`config.mk`:
```
export PLATFORM = sky130hd
export DESIGN_NAME = bqf_coef_regs
export DESIGN_NICKNAME = d
export VERILOG_FILES = /design/src/hdl/bqf_pkg.sv /design/src/hdl/bqf_coef_regs.sv
export SDC_FILE = /design/constraint.sdc
export NUM_CORES = 1
export LEC_CHECK = 0
export BUFFER_PORTS_ARGS = -buffer_cell sky130_fd_sc_hd__buf_2
export CORE_UTILIZATION = 57
export CTS_BUF_LIST = sky130_fd_sc_hd__clkbuf_8
export DETAILED_ROUTE_END_ITERATION = 8
export PLACE_DENSITY_LB_ADDON = 0.3
export SLEW_MARGIN = 30
export SYNTH_ARGS = -nofsm -noshare
export SYNTH_HDL_FRONTEND = slang
export SYNTH_SLANG_ARGS = --single-unit
```
`constraint.sdc`:
```
create_clock -name clk -period 2 [get_ports clk]
set_clock_uncertainty 0.15 [all_clocks]
set_input_delay 0.3 -clock clk [delete_from_list [all_inputs] [get_ports clk]]
set_output_delay 0.3 -clock clk [all_outputs]
set_load 0.01 [all_outputs]
```
`src/hdl/bqf_pkg.sv`:
```
// ----------------------------------------------------------------------------
// bqf_pkg
// Shared types, widths and register codes for the stereo biquad filter.
// ----------------------------------------------------------------------------
package bqf_pkg;

  // Channel count and history addressing
  localparam int CHANNELS = 2;
  localparam int CH_IDX_W = (CHANNELS > 1) ? $clog2(CHANNELS) : 1;

  // Datapath widths
  localparam int SAMPLE_W   = 24;
  localparam int COEF_W     = 32;
  localparam int PROD_W     = COEF_W + SAMPLE_W;  // one coefficient times one sample
  localparam int SUM_W      = PROD_W + 2;         // three products summed
  localparam int ACC_W      = PROD_W + 3;         // five products summed
  localparam int FRAC_SHIFT = 28;                 // Q.51 down to Q.23
  localparam int Q_W        = ACC_W - FRAC_SHIFT;

  localparam logic signed [ACC_W-1:0] ROUND_BIAS = ACC_W'(64'sd134217728);
  localparam logic [SAMPLE_W-1:0] SAT_MAX = 24'h7FFFFF;
  localparam logic [SAMPLE_W-1:0] SAT_MIN = 24'h800000;

  // Configuration port
  localparam int CFG_ADDR_W = 3;
  localparam logic [CFG_ADDR_W-1:0] REG_B0 = 3'd0;
  localparam logic [CFG_ADDR_W-1:0] REG_B1 = 3'd1;
  localparam logic [CFG_ADDR_W-1:0] REG_B2 = 3'd2;
  localparam logic [CFG_ADDR_W-1:0] REG_A1 = 3'd3;
  localparam logic [CFG_ADDR_W-1:0] REG_A2 = 3'd4;

  localparam logic [COEF_W-1:0] B0_RESET = 32'h1000_0000;  // 1.0 in Q4.28

  typedef struct packed {
    logic signed [COEF_W-1:0] b0;
    logic signed [COEF_W-1:0] b1;
    logic signed [COEF_W-1:0] b2;
    logic signed [COEF_W-1:0] a1;
    logic signed [COEF_W-1:0] a2;
  } coef_t;

  // One channel's history entry
  typedef struct packed {
    logic signed [SAMPLE_W-1:0] x1;
    logic signed [SAMPLE_W-1:0] x2;
    logic signed [SAMPLE_W-1:0] y1;
    logic signed [SAMPLE_W-1:0] y2;
  } hist_t;

  // Fold the channel field onto the history entries
  function automatic logic [CH_IDX_W-1:0] chan_index(input logic ch);
    logic [CH_IDX_W-1:0] idx;
    idx = '0;
    if (CHANNELS > 1) begin
      idx = CH_IDX_W'(ch);
    end
    return idx;
  endfunction

endpackage

```
`src/hdl/bqf_coef_regs.sv`:
```
// ----------------------------------------------------------------------------
// bqf_coef_regs
// Coefficient register file: decodes configuration writes into b0..a2.
// ----------------------------------------------------------------------------
module bqf_coef_regs (
  input  logic                            clk,
  input  logic                            rst,
  input  logic                            cfg_valid,
  output logic                            cfg_ready,
  input  logic [bqf_pkg::CFG_ADDR_W-1:0]  cfg_addr,
  input  logic [bqf_pkg::COEF_W-1:0]      cfg_data,
  output bqf_pkg::coef_t                  coef
);

  assign cfg_ready = 1'b1;

  always_ff @(posedge clk) begin
    if (rst) begin
      coef.b0 <= bqf_pkg::B0_RESET;
      coef.b1 <= '0;
      coef.b2 <= '0;
      coef.a1 <= '0;
      coef.a2 <= '0;
    end else if (cfg_valid) begin
      case (cfg_addr)
        bqf_pkg::REG_B0: coef.b0 <= cfg_data;
        bqf_pkg::REG_B1: coef.b1 <= cfg_data;
        bqf_pkg::REG_B2: coef.b2 <= cfg_data;
        bqf_pkg::REG_A1: coef.a1 <= cfg_data;
        bqf_pkg::REG_A2: coef.a2 <= cfg_data;
        default: ;  // drop writes to unmapped indexes
      endcase
    end
  end

endmodule

```
==> results.sh <==
export IMPL_num_rows=38
export IMPL_cp_required_ns=1.55
export IMPL_min_to="coef[69]"
export IMPL_yosys_area_top_type="dfxtp_1"
export IMPL_report_final_slew_viol_count=0
export IMPL_cts_root_buf="clkbuf_8"
export IMPL_dpl_cell_area_um2=7450
export IMPL_synthesis_nets=599
export IMPL_largest_reg_flops=160
export IMPL_r2r_setup_slack_ns=1.19
export IMPL_cts_tree="done"
export IMPL_fin_tns_setup_ns=0
export IMPL_place_congestion=0.844
export IMPL_hpwl_mm=9.94
export IMPL_nFillCells=775
export IMPL_pin_count=199
export IMPL_drv_cap=0
export IMPL_grt_setup_unrepaired="no"
export IMPL_power_density_nw_per_um2=775
export IMPL_holdCritStartpoint="cfg_data[5]"
export IMPL_syn_cell_area_um2=6310
export IMPL_syn_inst=561
export IMPL_syn_area_per_cell_um2=11.2
export IMPL_layout_drive_gt1_share_pct=31.7
export IMPL_worstSetupPathType="reg2out"
export IMPL_route_antenna_remaining_nets=0
export IMPL_fmax_mhz=701
export IMPL_grt_max_degree=106
export IMPL_cts_buffer_depth=2
export IMPL_viasPerCell=5.04
export IMPL_fin_area_um2=7840
export IMPL_fin_crit_ns=1.43
export IMPL_io_buffers=197
export IMPL_dpl_worst_slack_ns=0.220
export IMPL_yosys_warnings=0
export IMPL_crit_arrival_ns=0.98
export IMPL_yosysTopAreaCellShare_pct=50.8
export IMPL_grt_overflow=0
export IMPL_crit_chain="buf_2"
export IMPL_diodes=0
export IMPL_cts_sinks=160
export IMPL_status="complete, no violations"
export IMPL_syn_to_final_growth_pct=24.3
export IMPL_hold_class="in2reg"
export IMPL_grt_util_met1_pct=30.4
export IMPL_initial_core_util_pct=58.5
export IMPL_slowest_delay_ns=0.36
export IMPL_drtIter0Drc=218
export IMPL_grt_pass1_vias=4628
export IMPL_antenna_found_initial=0
export IMPL_core_area_um2=10800
export IMPL_drcViolationCount=0
export IMPL_yosysSeqAreaShare_pct=50.8
export IMPL_whs_ns=0.0563
export IMPL_synth_seq_cells=160
export IMPL_ir_drop_v=0.000666
export IMPL_cts_resized=0
export IMPL_regMostFlops="coef"
export IMPL_busiest_layer="met2"
export IMPL_gr_usage_met3_pct=8.69
export IMPL_final_cells=903
export IMPL_largestRegisters="coef (160)"
export IMPL_final_common_cell="buf_2"
export IMPL_cts_htree_levels=4
export IMPL_worst_pin_slew_ns=0.540
export IMPL_maxSlewHeadroom_pct=64.0
export IMPL_dp_cells=871
export IMPL_r2r_start="coef[115]"
export IMPL_first_pass_iters=4
export IMPL_critPathCaptureType="output port"
export IMPL_crit_buf_inv=1
export IMPL_grt_first_pass_wirelength_mm=22.8
export IMPL_hold_viol_final=0
export IMPL_met2_usage_pct=43.9
export IMPL_cts_made_buffers=17
export IMPL_postCtsSetupBuffers=0
export IMPL_fin_crit_sh_pct=71.3
export IMPL_post_route_util_pct=72.7
export IMPL_r2r_end="coef[115]"
export IMPL_path_clk_slew_ns=0.08
export IMPL_crit_family="flip-flops"
export IMPL_r2r_worst_path_cells=2
export IMPL_power_mw=6.08
export IMPL_wire_per_inst_um=16.0
export IMPL_critPathSlowestCell="dfxtp_1"
export IMPL_total_leakage_power_nw=4.23
export IMPL_critPathLaunchType="flop"
export IMPL_final_cell_mix="buf_2 (196), nand2b_1 (191), mux2i_1 (160), dfxtp_1 (160), clkbuf_8 (21)"
export IMPL_route_vias_total=4555
export IMPL_grtUsageTotal_pct=26.0
export IMPL_setup_slack_ns=0.574
export IMPL_min_path_cells=3
export IMPL_synth_cell_types=14
export IMPL_design_die_area_um2=11500
export IMPL_setup_violations=0
export IMPL_clock_latency_ns=0.45
export IMPL_critPathMaxFanout=2
export IMPL_netlist_top_cells_area="dfxtp_1 (51%), mux2i_1 (25%), nand2b_1 (19%)"
export IMPL_dieWidth_um=107
export IMPL_nNetsFinal=789
export IMPL_die_y_um=107
export IMPL_routed_wl_mm=14.4
-- where the power goes --
group	switching, mW	total, mW	internal (mW)	leakage [nW]
sequential	0.0363	3.29	3.25	1.29
clock	1.10	2.31	1.21	0.216
combinational	0.253	0.482	0.229	2.72
total	1.39	6.08	4.69	4.23
-- area by class of cell --
class | instances | area (um2) | area share, %
clock buffer | 21 | 289 | 3.69
clock inverter | 10 | 95.1 | 1.21
multi-input combinational | 361 | 2950 | 37.6
sequential | 160 | 3200 | 40.8
tap | 140 | 175 | 2.23
timing repair buffer | 211 | 1130 | 14.5
-- logic make-up after synthesis --
group                  Yosys count  synth area share (%)
DFF                            160                  50.8
buffers and inverters           40                  3.35
muxes                          160                  25.4
other                            1                0.0594
and+or+nand+nor                200                  20.4
-- worst max path at each step --
stage,startpoint,endpoint,slack [ns],cells after the start
3_5_place_dp,cfg_addr[1],coef[158],0.22,3
3_3_place_gp,cfg_addr[1],coef[149],0.26,3
2_1_floorplan,cfg_addr[0],coef[149],0.63,3
5_1_grt,coef[78],coef[78],0.52,1
4_1_cts,coef[78],coef[78],0.54,1
6_report,coef[78],coef[78],0.57,1
-- worst reg2reg max path, stage by stage, from the launching register on --
cell and delay [ns]:
dfxtp_1 0.37, nand2b_1 0.07, mux2i_1 0.15
-- timing repair --
item	4_1_cts	5_1_grt
setup endpoints to repair	0	0
endpoints found under the hold margin	1	0
hold buffers	1	0
-- per-layer routing --
| metal | share of wire (%) | routed length [um] | vias to the layer above |
|---|---|---|---|
| met3 | 6.2 | 892 | 21 |
| met4 | 2.0 | 291 | 0 |
| met2 | 48 | 6870 | 139 |
| met5 | 0 | 0 | - |
| li1 | - | - | 2226 |
| met1 | 44 | 6390 | 2169 |
-- synthesized netlist by cell type (all sizes together) --
cell type and count:
nor2 2, nand2b 191, nand4bb 3, mux2i 160, dfxtp 160, buf 18, nor4b 1, clkbuf 22
or4b 1, conb 1, nand4b 1, nor4bb 1
(Power assumes the default switching activity.)
